**config.mk**
```make
export PLATFORM = sky130hd
export DESIGN_NAME = int32_to_decimal_ascii
export DESIGN_NICKNAME = d
export VERILOG_FILES = /design/src/design/itoa_pkg.sv /design/src/design/int32_to_decimal_ascii.sv /design/src/design/itoa_dabble.sv /design/src/design/itoa_seq.sv
export SDC_FILE = /design/constraint.sdc
export NUM_CORES = 1
export LEC_CHECK = 0
export CAP_MARGIN = 20
export CORE_MARGIN = 8
export CORE_UTILIZATION = 45
export CTS_CLUSTER_SIZE = 40
export DETAILED_ROUTE_END_ITERATION = 12
export DONT_BUFFER_PORTS = 1
export GPL_TIMING_DRIVEN = 0
export PLACE_DENSITY_LB_ADDON = 0.25
export SETUP_SLACK_MARGIN = 0.4
export SLEW_MARGIN = 25
export SYNTH_ARGS = -nofsm -noshare
export SYNTH_HDL_FRONTEND = slang
export SYNTH_SLANG_ARGS = --single-unit
```
**constraint.sdc**
```tcl
create_clock -name clk -period 3.09 [get_ports clk]
set_input_delay 0.1545 -clock clk [delete_from_list [all_inputs] [get_ports clk]]
set_output_delay 0.1545 -clock clk [all_outputs]
set_load 0.01 [all_outputs]
```
**src/design/itoa_pkg.sv**
```systemverilog
// ----------------------------------------------------------------------------
// itoa_pkg
// shared types and constants for the integer to decimal text converter
// ----------------------------------------------------------------------------
`default_nettype none

package itoa_pkg;

    // ascii codes
    localparam logic [7:0] CH_ZERO  = 8'h30;
    localparam logic [7:0] CH_MINUS = 8'h2D;

    // double dabble nibble correction: digits of five or more get three added
    localparam logic [3:0] BCD_ADJ_MIN = 4'd5;
    localparam logic [3:0] BCD_ADJ     = 4'd3;

    typedef enum logic [1:0] {
        ST_IDLE,
        ST_CONVERT,
        ST_EMIT
    } itoa_state_t;

    // sequencer commands to the shared shift/adjust unit
    typedef struct packed {
        logic load;
        logic shift;
    } itoa_ctrl_t;

endpackage

`default_nettype wire

```
**src/design/int32_to_decimal_ascii.sv**
```systemverilog
// ----------------------------------------------------------------------------
// int32_to_decimal_ascii
// signed integer to decimal ascii text, one character per result
// ----------------------------------------------------------------------------
// once start is taken the whole magnitude is converted before the first character appears
// (one bit of the magnitude per cycle through the shared shift/add-3 unit)
// characters then follow one per cycle, text_length of them, sign first
// a new number is taken only once the last character of the previous one has left
// the receiver cannot stall: each character is shown for exactly one cycle
// reset (rst_n low, asynchronous) returns the block to idle with nothing pending
`default_nettype none

module int32_to_decimal_ascii #(
    parameter int VALUE_WIDTH = 32
) (
    input  wire logic                          clk,
    input  wire logic                          rst_n,
    // input transfer: start while not busy
    input  wire logic                          start,
    input  wire logic signed [VALUE_WIDTH-1:0] value,
    output logic                               busy,
    // result transfer: one character per out_valid cycle
    output logic                               out_valid,
    output logic      [7:0]                    char_code,
    output logic                               is_last,
    output logic      [3:0]                    text_length
);
    import itoa_pkg::*;

    // decimal digits needed for a VALUE_WIDTH-bit magnitude
    localparam int NDIG   = (VALUE_WIDTH * 30103) / 100000 + 1;
    localparam int IDX_W  = $clog2(NDIG);
    localparam int NDIG_W = $clog2(NDIG+1);

    itoa_ctrl_t             ctrl;
    logic                   neg;
    logic [VALUE_WIDTH-1:0] mag;
    logic [IDX_W-1:0]       pos;
    logic [NDIG_W-1:0]      ndig;
    logic [3:0]             digit;
    logic                   sign_out;

    // magnitude taken unsigned, so the most negative value needs no special path
    assign neg = value[VALUE_WIDTH-1];
    assign mag = neg ? (~value + VALUE_WIDTH'(1)) : value;

    // shared shift/add-3 unit holds the bcd digits and the live digit count
    itoa_dabble #(
        .VALUE_WIDTH (VALUE_WIDTH),
        .NDIG        (NDIG)
    ) u_dabble (
        .clk   (clk),
        .rst_n (rst_n),
        .ctrl  (ctrl),
        .mag   (mag),
        .pos   (pos),
        .ndig  (ndig),
        .digit (digit)
    );

    // sequencer: VALUE_WIDTH shift steps, then sign and digits, most significant first
    itoa_seq #(
        .VALUE_WIDTH (VALUE_WIDTH),
        .NDIG        (NDIG)
    ) u_seq (
        .clk         (clk),
        .rst_n       (rst_n),
        .start       (start),
        .neg         (neg),
        .ndig        (ndig),
        .ctrl        (ctrl),
        .pos         (pos),
        .busy        (busy),
        .out_valid   (out_valid),
        .sign_out    (sign_out),
        .is_last     (is_last),
        .text_length (text_length)
    );

    // character select: minus sign or ascii digit
    assign char_code = sign_out ? CH_MINUS : (CH_ZERO + {4'b0000, digit});

endmodule

`default_nettype wire

```
**src/design/itoa_dabble.sv**
```systemverilog
// ----------------------------------------------------------------------------
// itoa_dabble
// shared shift/add-3 unit: binary magnitude to bcd, one bit per cycle
// ----------------------------------------------------------------------------
`default_nettype none

module itoa_dabble #(
    parameter int VALUE_WIDTH = 32,
    parameter int NDIG        = 10
) (
    input  wire logic                          clk,
    input  wire logic                          rst_n,
    input  wire itoa_pkg::itoa_ctrl_t          ctrl,
    input  wire logic [VALUE_WIDTH-1:0]        mag,
    input  wire logic [$clog2(NDIG)-1:0]       pos,
    output logic      [$clog2(NDIG+1)-1:0]     ndig,
    output logic      [3:0]                    digit
);
    import itoa_pkg::*;

    localparam int IDX_W  = $clog2(NDIG);
    localparam int NDIG_W = $clog2(NDIG+1);
    localparam int BCD_W  = NDIG * 4;

    logic [VALUE_WIDTH-1:0] bin_reg;
    logic [BCD_W-1:0]       bcd_reg;
    logic [BCD_W-1:0]       bcd_adj;
    logic [BCD_W-1:0]       bcd_next;
    logic [NDIG_W-1:0]      ndig_reg;
    logic [NDIG_W-1:0]      ndig_next;
    logic [IDX_W-1:0]       top_idx;
    logic [3:0]             top_nib;

    // add-3 correction on every nibble, all in parallel
    always_comb
    begin
        for (int i = 0; i < NDIG; i++)
        begin
            if (bcd_reg[i*4 +: 4] >= BCD_ADJ_MIN)
                bcd_adj[i*4 +: 4] = bcd_reg[i*4 +: 4] + BCD_ADJ;
            else
                bcd_adj[i*4 +: 4] = bcd_reg[i*4 +: 4];
        end
    end

    assign bcd_next = {bcd_adj[BCD_W-2:0], bin_reg[VALUE_WIDTH-1]};

    // digit count grows by at most one per doubling, so only the next nibble up
    // needs a look
    assign top_idx = ndig_reg[IDX_W-1:0];
    assign top_nib = bcd_next[{top_idx, 2'b00} +: 4];

    always_comb
    begin
        ndig_next = ndig_reg;
        if ((ndig_reg != NDIG_W'(NDIG)) && (top_nib != 4'd0))
            ndig_next = ndig_reg + NDIG_W'(1);
    end

    always_ff @(posedge clk or negedge rst_n)
    begin
        if (!rst_n)
        begin
            ndig_reg <= NDIG_W'(1);
        end
        else if (ctrl.load)
        begin
            ndig_reg <= NDIG_W'(1);
        end
        else if (ctrl.shift)
        begin
            ndig_reg <= ndig_next;
        end
    end

    always_ff @(posedge clk)
    begin
        if (ctrl.load)
        begin
            bin_reg <= mag;
            bcd_reg <= '0;
        end
        else if (ctrl.shift)
        begin
            bin_reg <= {bin_reg[VALUE_WIDTH-2:0], 1'b0};
            bcd_reg <= bcd_next;
        end
    end

    assign ndig  = ndig_reg;
    assign digit = bcd_reg[{pos, 2'b00} +: 4];

endmodule

`default_nettype wire

```
**src/design/itoa_seq.sv**
```systemverilog
// ----------------------------------------------------------------------------
// itoa_seq
// sequencer: runs the conversion then steps out sign and digits
// ----------------------------------------------------------------------------
`default_nettype none

module itoa_seq #(
    parameter int VALUE_WIDTH = 32,
    parameter int NDIG        = 10
) (
    input  wire logic                          clk,
    input  wire logic                          rst_n,
    input  wire logic                          start,
    input  wire logic                          neg,
    input  wire logic [$clog2(NDIG+1)-1:0]     ndig,
    output itoa_pkg::itoa_ctrl_t               ctrl,
    output logic      [$clog2(NDIG)-1:0]       pos,
    output logic                               busy,
    output logic                               out_valid,
    output logic                               sign_out,
    output logic                               is_last,
    output logic      [3:0]                    text_length
);
    import itoa_pkg::*;

    localparam int CNT_W   = $clog2(VALUE_WIDTH+1);
    localparam int IDX_W   = $clog2(NDIG);
    localparam int NDIG_W  = $clog2(NDIG+1);
    localparam int LEN_RAW = $clog2(NDIG+2);
    localparam int LEN_W   = (LEN_RAW < 4) ? 4 : LEN_RAW;

    itoa_state_t        state_reg, state_next;
    logic [CNT_W-1:0]   cnt_reg, cnt_next;
    logic               neg_reg, neg_next;
    logic               sign_pend_reg, sign_pend_next;
    logic [IDX_W-1:0]   emit_reg, emit_next;
    logic [NDIG_W-1:0]  ndig_m1;
    logic               last_digit;
    logic [LEN_W-1:0]   len;

    assign ndig_m1    = ndig - NDIG_W'(1);
    assign last_digit = (emit_reg == ndig_m1[IDX_W-1:0]);
    assign pos        = ndig_m1[IDX_W-1:0] - emit_reg;
    assign len        = LEN_W'(ndig) + LEN_W'(neg_reg);

    always_ff @(posedge clk or negedge rst_n)
    begin
        if (!rst_n)
        begin
            state_reg     <= ST_IDLE;
            cnt_reg       <= '0;
            neg_reg       <= 1'b0;
            sign_pend_reg <= 1'b0;
            emit_reg      <= '0;
        end
        else
        begin
            state_reg     <= state_next;
            cnt_reg       <= cnt_next;
            neg_reg       <= neg_next;
            sign_pend_reg <= sign_pend_next;
            emit_reg      <= emit_next;
        end
    end

    always_comb
    begin
        state_next     = state_reg;
        cnt_next       = cnt_reg;
        neg_next       = neg_reg;
        sign_pend_next = sign_pend_reg;
        emit_next      = emit_reg;
        ctrl           = '0;
        busy           = 1'b1;
        out_valid      = 1'b0;
        unique case (state_reg)
            ST_IDLE:
            begin
                busy = 1'b0;
                if (start)
                begin
                    ctrl.load  = 1'b1;
                    cnt_next   = CNT_W'(VALUE_WIDTH);
                    neg_next   = neg;
                    emit_next  = '0;
                    state_next = ST_CONVERT;
                end
            end
            ST_CONVERT:
            begin
                ctrl.shift = 1'b1;
                cnt_next   = cnt_reg - CNT_W'(1);
                if (cnt_reg == CNT_W'(1))
                begin
                    sign_pend_next = neg_reg;
                    state_next     = ST_EMIT;
                end
            end
            ST_EMIT:
            begin
                out_valid = 1'b1;
                if (sign_pend_reg)
                    sign_pend_next = 1'b0;
                else if (last_digit)
                    state_next = ST_IDLE;
                else
                    emit_next = emit_reg + IDX_W'(1);
            end
            default:
            begin
                state_next = ST_IDLE;
            end
        endcase
    end

    assign sign_out    = sign_pend_reg;
    assign is_last     = !sign_pend_reg && last_digit;
    assign text_length = len[3:0];

endmodule

`default_nettype wire

```
==> qor.txt <==
Max Used Layer: met4
Leakage: 2.582 nW
fin util: 0.5175
GR Overflow Total: 0
# setup viols final: 4
die area: 17300 um2
Via Count: 5171
initial drt markers: 382
worst-path maximum fanout: 5
status: finished with violations
wire per inst: 18.62 um
TritonCTS buffer count: 9
sequential fraction of the synthesis area: 0.3686
met2 WL: 7602 um
Slew Limit Fails: 0
final hold vios: 0
Tmin final: 3.181 ns
Die Y-Extent: 131.5 um
RR Startpoint: u_dabble.ndig[0]
synth cell count leaders: o21ai_0 (88), nand2_1 (85), dfxtp_1 (40)
Main synth FF type: dfxtp_1
hold_sp: value[0]
initial antenna violation count: 0
syn_area_per_cell: 8.922 um2
met3 WL: 1122 um
wl on met1: 7184 um
Die W: 131.5 um
final antenna-violating net count: 0
antenna cells: 0
critical path depth: 8
critical path arrival: 3.03 ns
CTS tree: built
Root Buffer: clkbuf_16
CP max stage cell: dfstp_2
CTS H-Tree Depth: 3
Avg Vias per Cell: 5.896
drc violations: 0
mapped cell area: 6005 um2
area grow syn2layout: 13.23%
vias in the first global route: 5193
hold path depth: 2
Pwr per Cell Area: 1233 nW/um2
most frequent cell after synthesis: o21ai_0
row count: 42
CTS sink cnt: 90
Final Cycle Share: 1.029
Worst Clk Skew: 0.006685 ns
Syn Inst Count: 673
core area: 13140 um2
Yosys top cell area share: 0.1600
Max VDD drop: 431.8 uV
Final HPWL DP: 11900 um
HP Class: primary input to register
largest net degree at the start of global routing: 36
Initial Utilization: 0.4570
IO Port Bufs: 0
layout cells sized above 1: 0.1355
CP Capture Type: output port
maxcap violations: 0
Ys Warns: 0
fmax: 314.4 MHz
violated checks: negative setup slack
GPL Wtd Cong: 0.8635
Synth cell types: 65
DRT Pass-1 Iters: 7
I/O Pins: 50
FF+latch area: 2218 um2
r2r endpoint: u_dabble.ndig[2]
CP top delay family: adder cells
Post-synth EDFFs: 32
clk_lat worst skew: 0.36 ns
GRT Util Overall: 0.1879
final net count: 764
Async SR Flop Fraction: 0.2000
worst path cell trace: clkinv_4, ha_4, inv_4, fa_2, buf_8, mux4_2, mux2i_1, o221ai_2
post-place setup slack: 0.1146 ns
critical path class: register to output port
Clock Path Buffers: 2
Worst-Margin Slew: 0.8067 ns
Worst EP required: 2.94 ns
Fillers: 1208
top post-synthesis cells by area: edfxtp_1 (16%), dfxtp_1 (13%), o21ai_0 (7.3%), dfrtp_1 (7.1%), ha_1 (6.7%)
relative max-transition margin: 0.4604
RSZ-0062 raised after global routing: yes
reg2reg path depth: 10
Worst Path Buf+Inv: 3
max reg flops: 40
Yosys reg bits: 90
Multi-input gate area: 3669 um2
slowest stage delay, CP: 0.59 ns
cell taking the most area after synthesis: edfxtp_1
final setup slack of the worst path: -0.09084 ns
Routed WL: 16330 um
Worst-path clk slew: 0.07 ns
R2R Setup Slk: 0.52 ns
Setup crit start kind: register
Hold Path End: u_dabble.bin_reg[0]
first-pass GRT wire length: 26380 um
-- where the power goes --
part / switching, mW / total, mW / internal [mW]
registers: 0.476 / 2.40 / 1.92
clock network: 0.513 / 1.07 / 0.561
logic: 2.81 / 4.91 / 2.10
-- layer usage --
metal,GRT usage,vias up
li1,-,2489
met2,0.3089,165
met5,0,-
met1,0.2284,2483
met3,0.05450,34
met4,0.07084,0
-- timing repair --
item,4_1_cts,5_1_grt
endpoints found under the hold margin,18,0
gates resized for setup,17,17
cloned,1,0
pin swaps,2,6
buffers inserted,6,3
setup endpoints to repair,43,10
hold buffers,1,0
-- cells in the final DEF (no fill, tap or decap), types with 6 or more instances in the layout --
cell / n
xor2_1: 31
buf_4: 11
clkbuf_16: 9
xnor2_1: 13
nor2_1: 17
mux4_2: 8
buf_1: 7
nor3b_1: 8
nand3_1: 29
o21ai_0: 88
o31ai_1: 19
clkbuf_1: 23
nand2b_1: 17
nor3_1: 17
dfxtp_1: 37
nand2_1: 85
mux2i_1: 11
o21ai_1: 7
edfxtp_1: 32
nor2b_1: 6
dfrtp_1: 16
or3b_2: 6
ha_1: 30
a21oi_1: 21
inv_1: 31
-- worst max-delay path by stage --
stage	from	to	slack, ns
finish	u_dabble.ndig[0]	char_code[2]	-0.09
global placement	u_seq.state_reg[1]	u_dabble.bcd_reg[27]	-0.19
floorplan	u_dabble.ndig[0]	char_code[1]	0.40
global route	u_dabble.ndig[0]	char_code[1]	-0.15
detailed placement	u_dabble.ndig[0]	char_code[1]	0.11
CTS	u_dabble.ndig[0]	char_code[1]	-0.1
-- logic make-up (layout without fill, tap and decap cells) --
family | count (synthesis) | after routing | synth area share
AND/OR/NAND/NOR | 218 | 218 | 0.1896
AO/OA/AOI/OAI | 187 | 187 | 0.1961
flip-flops | 90 | 90 | 0.3686
buffers and inverters | 71 | 98 | 0.04626
XOR/XNOR | 46 | 46 | 0.06710
adder cells (fa/ha/maj) | 33 | 33 | 0.07001
multiplexers | 26 | 26 | 0.06105
other | 2 | 3 | 0.001251
-- stage by stage --
step / TNS (ns) / total power [mW] / instance area, um2 / hold WS [ns] / std cells
floorplan: 0 / 5.510 / 6060 / -0.1411 / 674
global placement: -6.459 / 6.453 / 6280 / -0.1404 / 850
detailed placement: 0 / 6.622 / 6280 / -0.1404 / 850
CTS: -0.3095 / 8.043 / 6704 / 0.04454 / 874
global route: -0.5084 / 9.023 / 6799 / 0.06136 / 877
finish: -0.2386 / 8.386 / 6799 / 0.05065 / 877
-- layout make-up --
type                       instances  area share
tap                              176     0.03239
sequential                        90      0.3263
clock inverter                     7    0.009017
timing repair buffer              11     0.01399
inverter                          35     0.02080
buffer                            36     0.02484
clock buffer                       9     0.03312
multi-input combinational        513      0.5396
No activity file was read; power rests on OpenSTA's default activity.
